File: src/rtl/calendar_date_offset_unit_assert.svh
// Assertion macros for the calendar date offset unit.
// Expects clk and arst_n in the scope of the module that uses them.
`ifndef CALENDAR_DATE_OFFSET_UNIT_ASSERT_SVH
`define CALENDAR_DATE_OFFSET_UNIT_ASSERT_SVH

// Antecedent this cycle, consequent in the same cycle.
`define CDO_ASSERT_NOW(label, ante, cons) \
	label: assert property (@(posedge clk) disable iff (!arst_n) (ante) |-> (cons)) \
		else $error("calendar date offset unit: assertion failed");

// Antecedent this cycle, consequent in the next cycle.
`define CDO_ASSERT_NEXT(label, ante, cons) \
	label: assert property (@(posedge clk) disable iff (!arst_n) (ante) |=> (cons)) \
		else $error("calendar date offset unit: assertion failed");

`endif

File: src/rtl/cdo_pkg.sv
// Shared types, codes and calendar helpers for the calendar date offset unit.
// No dependencies.
package cdo_pkg;

	// operation codes
	localparam logic [1:0] MODE_VALIDATE = 2'd0;
	localparam logic [1:0] MODE_ADD      = 2'd1;
	localparam logic [1:0] MODE_SUB      = 2'd2;
	localparam logic [1:0] MODE_CMP      = 2'd3;

	localparam int YEAR_CYCLE = 400;
	localparam int CENTURY    = 100;

	localparam logic [3:0] FIRST_MONTH = 4'd1;
	localparam logic [3:0] LAST_MONTH  = 4'd12;
	localparam logic [4:0] FIRST_DAY   = 5'd1;
	localparam logic [4:0] DEC_DAYS    = 5'd31;

	typedef enum logic [2:0] {
		ST_IDLE,
		ST_REDUCE,
		ST_CHECK,
		ST_STEP,
		ST_DONE
	} state_t;

	// controller -> datapath
	typedef struct packed {
		logic load;
		logic reduce;
		logic check;
		logic step;
		logic out_load;
	} cmd_t;

	// datapath -> controller
	typedef struct packed {
		logic red_last;
		logic need_step;
		logic step_last;
	} sts_t;

	// leap year from year mod 4 and year mod 400
	function automatic logic is_leap(input logic [1:0] ylo, input logic [8:0] r400);
		return (ylo == 2'd0) && !((r400 == 9'(CENTURY)) || (r400 == 9'(2 * CENTURY)) ||
			(r400 == 9'(3 * CENTURY)));
	endfunction

	// 0 for a month code outside 1..12
	function automatic logic [4:0] days_in_month(input logic [3:0] m, input logic leap);
		logic [4:0] n;
		case (m)
			4'd1, 4'd3, 4'd5, 4'd7, 4'd8, 4'd10, 4'd12: n = 5'd31;
			4'd4, 4'd6, 4'd9, 4'd11: n = 5'd30;
			4'd2: n = leap ? 5'd29 : 5'd28;
			default: n = 5'd0;
		endcase
		return n;
	endfunction

endpackage

File: src/rtl/calendar_date_offset_unit.sv
// Gregorian date offset and compare unit.
// One word in: mode, a first date, a day count and a second date.
// One word out per word in: result date and flags.
// Mode 0 validates the first date, mode 1 adds day_count days, mode 2
// subtracts them, mode 3 compares the first date with the second.
// Both channels use valid/stall; a word moves when valid is high and stall
// is low. in_stall is low only while the unit is idle.
// Sequence: accept, reduce the year mod 400 (one restoring subtract per
// cycle), check, month steps, then load the output register. There are
// no month steps for validate, compare, invalid dates and a zero count;
// otherwise there is one per month crossed plus one. The month stepper
// moves one month per cycle.
// A new word is taken while the previous result still sits in the output
// register. When the receiver stalls, the result holds; a finished item
// waits for the register to free up before the unit goes idle again.
// Reset clears the controller and the output valid; no memory to clear.
// Years leaving 1..2^YEAR_BITS-1 saturate and raise year_overflow.
module calendar_date_offset_unit #(
	parameter int YEAR_BITS  = 16,
	parameter int COUNT_BITS = 16
) (
	input  logic                  clk,
	input  logic                  arst_n,
	// input channel
	input  logic                  in_valid,
	output logic                  in_stall,
	input  logic [1:0]            mode,
	input  logic [4:0]            day,
	input  logic [3:0]            month,
	input  logic [YEAR_BITS-1:0]  year,
	input  logic [COUNT_BITS-1:0] day_count,
	input  logic [4:0]            other_day,
	input  logic [3:0]            other_month,
	input  logic [YEAR_BITS-1:0]  other_year,
	// output channel
	output logic                  out_valid,
	input  logic                  out_stall,
	output logic [4:0]            result_day,
	output logic [3:0]            result_month,
	output logic [YEAR_BITS-1:0]  result_year,
	output logic                  date_ok,
	output logic                  is_less,
	output logic                  is_equal,
	output logic                  year_overflow
);
	import cdo_pkg::*;

	cmd_t cmd;
	sts_t sts;

	// sequencing and handshakes
	cdo_ctrl u_ctrl (
		.clk       (clk),
		.arst_n    (arst_n),
		.in_valid  (in_valid),
		.in_stall  (in_stall),
		.out_valid (out_valid),
		.out_stall (out_stall),
		.cmd       (cmd),
		.sts       (sts)
	);

	// operands, year reduction, month stepper and result register
	cdo_dpath #(
		.YEAR_BITS  (YEAR_BITS),
		.COUNT_BITS (COUNT_BITS)
	) u_dpath (
		.clk           (clk),
		.cmd           (cmd),
		.sts           (sts),
		.mode          (mode),
		.day           (day),
		.month         (month),
		.year          (year),
		.day_count     (day_count),
		.other_day     (other_day),
		.other_month   (other_month),
		.other_year    (other_year),
		.result_day    (result_day),
		.result_month  (result_month),
		.result_year   (result_year),
		.date_ok       (date_ok),
		.is_less       (is_less),
		.is_equal      (is_equal),
		.year_overflow (year_overflow)
	);

endmodule

File: src/rtl/cdo_dpath.sv
// Datapath: operand registers, year mod 400 reduction, month stepper, result register.
// Depends on cdo_pkg.
module cdo_dpath #(
	parameter int YEAR_BITS  = 16,
	parameter int COUNT_BITS = 16
) (
	input  logic                  clk,
	input  cdo_pkg::cmd_t         cmd,
	output cdo_pkg::sts_t         sts,
	input  logic [1:0]            mode,
	input  logic [4:0]            day,
	input  logic [3:0]            month,
	input  logic [YEAR_BITS-1:0]  year,
	input  logic [COUNT_BITS-1:0] day_count,
	input  logic [4:0]            other_day,
	input  logic [3:0]            other_month,
	input  logic [YEAR_BITS-1:0]  other_year,
	output logic [4:0]            result_day,
	output logic [3:0]            result_month,
	output logic [YEAR_BITS-1:0]  result_year,
	output logic                  date_ok,
	output logic                  is_less,
	output logic                  is_equal,
	output logic                  year_overflow
);
	import cdo_pkg::*;

	localparam int SUM_BITS = COUNT_BITS + 1;
	// largest 400 * 2^k that fits the year width
	localparam logic [YEAR_BITS-1:0] DV_START = YEAR_BITS'(YEAR_CYCLE) << (YEAR_BITS - 9);
	localparam logic [YEAR_BITS-1:0] DV_LAST  = YEAR_BITS'(YEAR_CYCLE);
	localparam logic [YEAR_BITS-1:0] R_TOP    = YEAR_BITS'(YEAR_CYCLE - 1);

	logic [1:0]            mode_q;
	logic [4:0]            d_q, od_q;
	logic [3:0]            m_q, om_q;
	logic [YEAR_BITS-1:0]  y_q, oy_q;
	logic [COUNT_BITS-1:0] rem_q;
	logic [YEAR_BITS-1:0]  red_q;   // year mod 400 once reduced
	logic [YEAR_BITS-1:0]  dv_q;
	logic                  ok_q, ovf_q;

	logic [4:0]            res_day_q;
	logic [3:0]            res_month_q;
	logic [YEAR_BITS-1:0]  res_year_q;
	logic                  res_ok_q, res_less_q, res_equal_q, res_ovf_q;

	logic                  leap;
	logic [4:0]            dim, prev_dim;
	logic                  ok_c;
	logic [SUM_BITS-1:0]   sum;
	logic [4:0]            d_n;
	logic [3:0]            m_n;
	logic [YEAR_BITS-1:0]  y_n, red_n;
	logic [COUNT_BITS-1:0] rem_n;
	logic                  ovf_n, step_last;
	logic                  less_c, equal_c;

	always_comb begin
		leap     = is_leap(y_q[1:0], red_q[8:0]);
		dim      = days_in_month(m_q, leap);
		prev_dim = days_in_month(m_q - 4'd1, leap);
		ok_c     = (y_q != '0) && (dim != 5'd0) && (d_q != 5'd0) && (d_q <= dim);
		sum      = {1'b0, rem_q} + SUM_BITS'(d_q);

		d_n       = d_q;
		m_n       = m_q;
		y_n       = y_q;
		red_n     = red_q;
		rem_n     = rem_q;
		ovf_n     = 1'b0;
		step_last = 1'b0;
		if (mode_q == MODE_ADD) begin
			if (sum <= SUM_BITS'(dim)) begin
				d_n       = sum[4:0];
				step_last = 1'b1;
			end else begin
				rem_n = rem_q - COUNT_BITS'(dim - d_q + 5'd1);
				d_n   = FIRST_DAY;
				if (m_q == LAST_MONTH) begin
					if (y_q == '1) begin
						// past the last representable year
						d_n       = DEC_DAYS;
						m_n       = LAST_MONTH;
						ovf_n     = 1'b1;
						step_last = 1'b1;
					end else begin
						m_n   = FIRST_MONTH;
						y_n   = y_q + YEAR_BITS'(1);
						red_n = (red_q == R_TOP) ? '0 : red_q + YEAR_BITS'(1);
					end
				end else begin
					m_n = m_q + 4'd1;
				end
			end
		end else begin
			if (rem_q < COUNT_BITS'(d_q)) begin
				d_n       = d_q - rem_q[4:0];
				step_last = 1'b1;
			end else begin
				rem_n = rem_q - COUNT_BITS'(d_q);
				if (m_q == FIRST_MONTH) begin
					if (y_q == YEAR_BITS'(1)) begin
						// before January 1 of year 1
						d_n       = FIRST_DAY;
						ovf_n     = 1'b1;
						step_last = 1'b1;
					end else begin
						d_n   = DEC_DAYS;
						m_n   = LAST_MONTH;
						y_n   = y_q - YEAR_BITS'(1);
						red_n = (red_q == '0) ? R_TOP : red_q - YEAR_BITS'(1);
					end
				end else begin
					d_n = prev_dim;
					m_n = m_q - 4'd1;
				end
			end
		end

		less_c  = (y_q < oy_q) || ((y_q == oy_q) && (m_q < om_q)) ||
			((y_q == oy_q) && (m_q == om_q) && (d_q < od_q));
		equal_c = (y_q == oy_q) && (m_q == om_q) && (d_q == od_q);

		sts.red_last  = (dv_q == DV_LAST);
		sts.step_last = step_last;
		case (mode_q)
			MODE_ADD, MODE_SUB:      sts.need_step = ok_c && (rem_q != '0);
			MODE_VALIDATE, MODE_CMP: sts.need_step = 1'b0;
			default:                 sts.need_step = 1'b0;
		endcase
	end

	always_ff @(posedge clk) begin
		if (cmd.load) begin
			mode_q <= mode;
			d_q    <= day;
			m_q    <= month;
			y_q    <= year;
			rem_q  <= day_count;
			od_q   <= other_day;
			om_q   <= other_month;
			oy_q   <= other_year;
			red_q  <= year;
			dv_q   <= DV_START;
			ovf_q  <= 1'b0;
		end
		if (cmd.reduce) begin
			if (red_q >= dv_q) begin
				red_q <= red_q - dv_q;
			end
			dv_q <= dv_q >> 1;
		end
		if (cmd.check) begin
			ok_q <= ok_c;
		end
		if (cmd.step) begin
			d_q   <= d_n;
			m_q   <= m_n;
			y_q   <= y_n;
			red_q <= red_n;
			rem_q <= rem_n;
			ovf_q <= ovf_n;
		end
		if (cmd.out_load) begin
			res_day_q   <= d_q;
			res_month_q <= m_q;
			res_year_q  <= y_q;
			res_ok_q    <= ok_q;
			res_less_q  <= (mode_q == MODE_CMP) && less_c;
			res_equal_q <= (mode_q == MODE_CMP) && equal_c;
			res_ovf_q   <= ovf_q;
		end
	end

	assign result_day    = res_day_q;
	assign result_month  = res_month_q;
	assign result_year   = res_year_q;
	assign date_ok       = res_ok_q;
	assign is_less       = res_less_q;
	assign is_equal      = res_equal_q;
	assign year_overflow = res_ovf_q;

endmodule

File: src/rtl/cdo_ctrl.sv
// Controller: sequences reduce, check and month steps, owns the handshakes.
// Depends on cdo_pkg and calendar_date_offset_unit_assert.svh.
`include "calendar_date_offset_unit_assert.svh"

module cdo_ctrl (
	input  logic          clk,
	input  logic          arst_n,
	input  logic          in_valid,
	output logic          in_stall,
	output logic          out_valid,
	input  logic          out_stall,
	output cdo_pkg::cmd_t cmd,
	input  cdo_pkg::sts_t sts
);
	import cdo_pkg::*;

	state_t state_q, state_n;
	logic   out_valid_q;
	logic   out_free;

	assign out_free = !out_valid_q || !out_stall;

	always_comb begin
		state_n = state_q;
		case (state_q)
			ST_IDLE:   if (in_valid) state_n = ST_REDUCE;
			ST_REDUCE: if (sts.red_last) state_n = ST_CHECK;
			ST_CHECK:  state_n = sts.need_step ? ST_STEP : ST_DONE;
			ST_STEP:   if (sts.step_last) state_n = ST_DONE;
			ST_DONE:   if (out_free) state_n = ST_IDLE;
			default:   state_n = ST_IDLE;
		endcase
	end

	always_comb begin
		cmd      = '0;
		in_stall = 1'b1;
		case (state_q)
			ST_IDLE: begin
				in_stall = 1'b0;
				cmd.load = in_valid;
			end
			ST_REDUCE: cmd.reduce   = 1'b1;
			ST_CHECK:  cmd.check    = 1'b1;
			ST_STEP:   cmd.step     = 1'b1;
			ST_DONE:   cmd.out_load = out_free;
			default:   cmd          = '0;
		endcase
	end

	always_ff @(posedge clk or negedge arst_n) begin
		if (!arst_n) begin
			state_q     <= ST_IDLE;
			out_valid_q <= 1'b0;
		end else begin
			state_q <= state_n;
			if (cmd.out_load) begin
				out_valid_q <= 1'b1;
			end else if (!out_stall) begin
				out_valid_q <= 1'b0;
			end
		end
	end

	assign out_valid = out_valid_q;

	`CDO_ASSERT_NEXT(a_accept_starts, in_valid && !in_stall, state_q == ST_REDUCE)
	`CDO_ASSERT_NEXT(a_step_holds, (state_q == ST_STEP) && !sts.step_last, state_q == ST_STEP)
	`CDO_ASSERT_NEXT(a_load_shows, cmd.out_load, out_valid)
	`CDO_ASSERT_NOW(a_done_waits, (state_q == ST_DONE) && out_valid_q && out_stall, !cmd.out_load)

endmodule

File: config.mk
export PLATFORM = sky130hd
export DESIGN_NAME = calendar_date_offset_unit
export DESIGN_NICKNAME = d
export VERILOG_FILES = /design/src/rtl/cdo_pkg.sv /design/src/rtl/calendar_date_offset_unit.sv /design/src/rtl/cdo_dpath.sv /design/src/rtl/cdo_ctrl.sv
export VERILOG_INCLUDE_DIRS = /design/src /design/src/rtl
export SDC_FILE = /design/constraint.sdc
export NUM_CORES = 1
export LEC_CHECK = 0
export ABC_AREA = 0
export BUFFER_PORTS_ARGS = -buffer_cell sky130_fd_sc_hd__clkbuf_2
export CELL_PAD_IN_SITES_DETAIL_PLACEMENT = 1
export CELL_PAD_IN_SITES_GLOBAL_PLACEMENT = 2
export CORE_MARGIN = 5
export CORE_UTILIZATION = 39
export DETAILED_ROUTE_END_ITERATION = 16
export GPL_TIMING_DRIVEN = 1
export PLACE_DENSITY_LB_ADDON = 0.08
export SKIP_LAST_GASP = 1
export SLEW_MARGIN = 10
export SYNTH_ARGS = -nofsm -noshare
export SYNTH_HDL_FRONTEND = slang
export SYNTH_HIERARCHICAL = 1
export SYNTH_SLANG_ARGS = --single-unit
File: constraint.sdc
create_clock -name clk -period 6.8 [get_ports clk]
set_input_delay 2.04 -clock clk [delete_from_list [all_inputs] [get_ports clk]]
set_output_delay 2.04 -clock clk [all_outputs]
set_load 0.1 [all_outputs]
==> results.tsv <==
metric	value	unit
synth_area_per_cell	9.50	µm²
synth_largest_area_cell	edfxtp_1	
clkTransAtPathRegs	0.08	ns
cellLeakagePower	0.00477	µW
n_antenna_cell	0	
dp_slack	1.13	ns
postRouteAntennaNets	0	
fin_crit_sh	83.9	%
grt.overflow.total	0	
die-area	31300	µm²
crit_fanout	12	
min_period	5.71	ns
netlist_instances	1142	
grt_start_max_net_pins	68	
post-synth-top-area-fraction	36.0	%
p_per_area	279	nW/µm²
synth_seq_cells	135	
synth_common_cells	130 x edfxtp_1, 92 x nor2_1, 87 x inv_1	
critical_path.endpoint_type	flop	
timing.max_slew.rel_slack	16.9	%
comb_power_share	36.0	%
start_util	39.3	%
cts-buffers-inserted	17	
timing.setup.tns	0	ns
dr.first_iter.drc_count	453	
setup_slack	1.09	ns
yosys_warnings	6	
detailedPlacementHpwl	25500	µm
fin_util	44.1	%
synth_flop_type	edfxtp_1	
ys_seq_area_share	37.1	%
port_buffers	102	
clkSinkCount	135	
post_synth_instance_area	10900	µm²
worstPathRequired	6.98	ns
number_of_distinct_library_cells_after_synthesis	94	
clock_power_share	28.6	%
initial_drt_pass_iterations	5	
power_switching_share	37.4	%
grt_setup_unrepaired	false	
core	27600	µm²
nets	1376	
timing.fmax	175	MHz
wl_met2	16100	µm
skew	0.0175	ns
min-delay-path-class	reg -> reg	
share_seq_of_total_power	35.4	%
area.growth.synth_to_final	12.4	%
cts-htree-levels	4	
number_of_enable_type_register_cells_in_the_synthesized_netlist	130	
power	3400	µW
drive_above_1_share	16.0	%
worst_setup_path_start_kind	flop	
global_route_wire_length_before_repair	54500	µm
cts_max_path_buffers	2	
routed.top_layer	met4	
final_max_tran_viols	0	
detail_route.wirelength.met1	16700	µm
gp_routability_congestion	0.857	
highest_ir_drop_seen_on_vdd	0.341	mV
yosysMostFrequentCell	edfxtp_1	
post_synthesis_net_count	1306	
detail_route.vias_per_cell	5.69	
netSwitchingPower	1270	µW
die_x	177	µm
max_slew.worst_pin.slew	1.23	ns
grt_resource_usage_total	22.1	%
die-height	177	µm
first_global_vias	9540	
critPathArrivalTime	5.89	ns
ys_async_sr_fraction	2.96	%
routed_wirelength	34200	µm
cts_setup_buffers	0	
ctsRootBufferMaster	clkbuf_16	
detailed_routed_wire_length_on_met3	1050	µm
hold_vio_cnt_final	0	
row_count	61	
drc	0	
post_cts_resized	0	
setup_viol	0	
finalHoldWorstSlack	0.418	ns
vias	9119	
initial_antenna_violation_count	0	
cts-hold-fix-buffers	0	
io-pin-count	103	
reg2reg_depth	22	
worstHoldPathCells	0	
timing_worst_setup_path_type	reg -> reg	
cts_tree	yes	
clock_latency	0.43	ns
max_cap_viol_count	0	
outcome	finished clean	
intPower	2120	µW
synth_top_cells_by_area	edfxtp_1 36%, ha_1 9.9%, xnor2_1 3.3%	
routedWlPerCell	21.3	µm
==> layout make-up <==
type,instances,area [µm²]
clock buffers,17,425
clock inverters,15,181
fillers,3181,15400
inverters,88,330
multi-input cells,861,6200
flip-flops and latches,135,4020
well taps,378,473
repair buffers,109,563
==> power by group through the flow <==
stage | registers, µW | logic [µW] | clock network (µW)
2_1_floorplan | 1120 | 1010 | 0
3_3_place_gp | 1210 | 1210 | 0
3_5_place_dp | 1220 | 1220 | 0
4_1_cts | 1200 | 1230 | 995
5_1_grt | 1220 | 1360 | 1040
6_report | 1200 | 1220 | 973
==> per-stage QoR <==
stage,cells,cell area (µm²)
global placement,1571,11600
CTS,1603,12200
global route,1603,12200
detailed placement,1571,11600
floorplan,1142,10900
finish,1603,12200
==> path summary, 6_finish.rpt <==
path | from | end | slack (ns)
min reg2reg | u_dpath/ovf_q | u_dpath/year_overflow | 0.42
max reg2reg | u_dpath/red_q[7] | u_dpath/rem_q[9] | 1.09
max | u_dpath/red_q[7] | u_dpath/rem_q[9] | 1.09
min | u_dpath/ovf_q | u_dpath/year_overflow | 0.42
min in group asynchronous | arst_n | u_ctrl/out_valid | 1.41
max in group asynchronous | arst_n | u_ctrl/state_q[0] | 5.26
==> routing by layer <==
layer  GRT usage, %  vias to the layer above
met5              0                        -
met4           4.13                        0
met3           2.80                       19
met2           36.3                      156
met1           31.5                     4539
li1               -                     4405
==> cells by family after synthesis <==
family | synth area share (%)
fa+ha+maj | 11.0
flops | 37.1
simple gates | 18.4
compound gates | 17.2
xor+xnor | 4.28
buf+inv | 6.05
mux | 5.95
==> registers in the layout, summed over array words and instances, names as in the netlist, 3 cells and up <==
register / count
u_dpath/result_month: 4
u_dpath/m_q: 4
u_dpath/od_q: 5
u_dpath/y_q: 16
u_dpath/rem_q: 16
u_dpath/d_q: 5
u_ctrl/state_q: 3
u_dpath/dv_q: 16
u_dpath/result_day: 5
u_dpath/oy_q: 16
u_dpath/om_q: 4
u_dpath/red_q: 16
u_dpath/result_year: 16
==> worst max-delay path, cell delays in order, from the launching register on <==
cell and delay [ns]:
edfxtp_1 0.61, nor4bb_1 0.32, o21ai_0 0.11, nor2_1 0.12, a31oi_1 0.07, o21ai_0 0.41
o211a_1 0.22, a21o_1 0.10, ha_1 0.16, inv_1 0.06, fa_1 0.41, xor2_1 0.29
and3_1 0.24, nand2_1 0.09, o32ai_1 0.34, ha_1 0.29, or3_1 0.13, o21ai_0 0.10
a21o_1 0.25, or4b_2 0.65, mux2i_1 0.18, mux2i_1 0.22, nand3_1 0.09
==> layout by cell type (no fill, tap or decap), types with 6 or more instances in the layout <==
cell,instances
nand3_1,37
nand4_1,26
mux2_2,26
nor2b_1,15
buf_4,7
and3_1,16
o22ai_1,12
ha_1,85
edfxtp_1,130
clkbuf_16,17
inv_1,87
a221oi_1,6
nand2b_1,15
a22oi_1,7
a21oi_1,64
nand2_1,66
a31oi_1,14
fa_1,6
o21ai_0,38
nor3_1,44
nor4_1,10
o221ai_1,6
and2_1,21
xnor2_1,41
or3_1,8
a211oi_1,12
nor2_1,92
mux2i_1,33
clkbuf_2,102
xor2_1,12
or4_1,6
o211ai_1,13
o21a_1,8
a21o_1,18
Note: power is estimated with default switching activity, not from simulation.
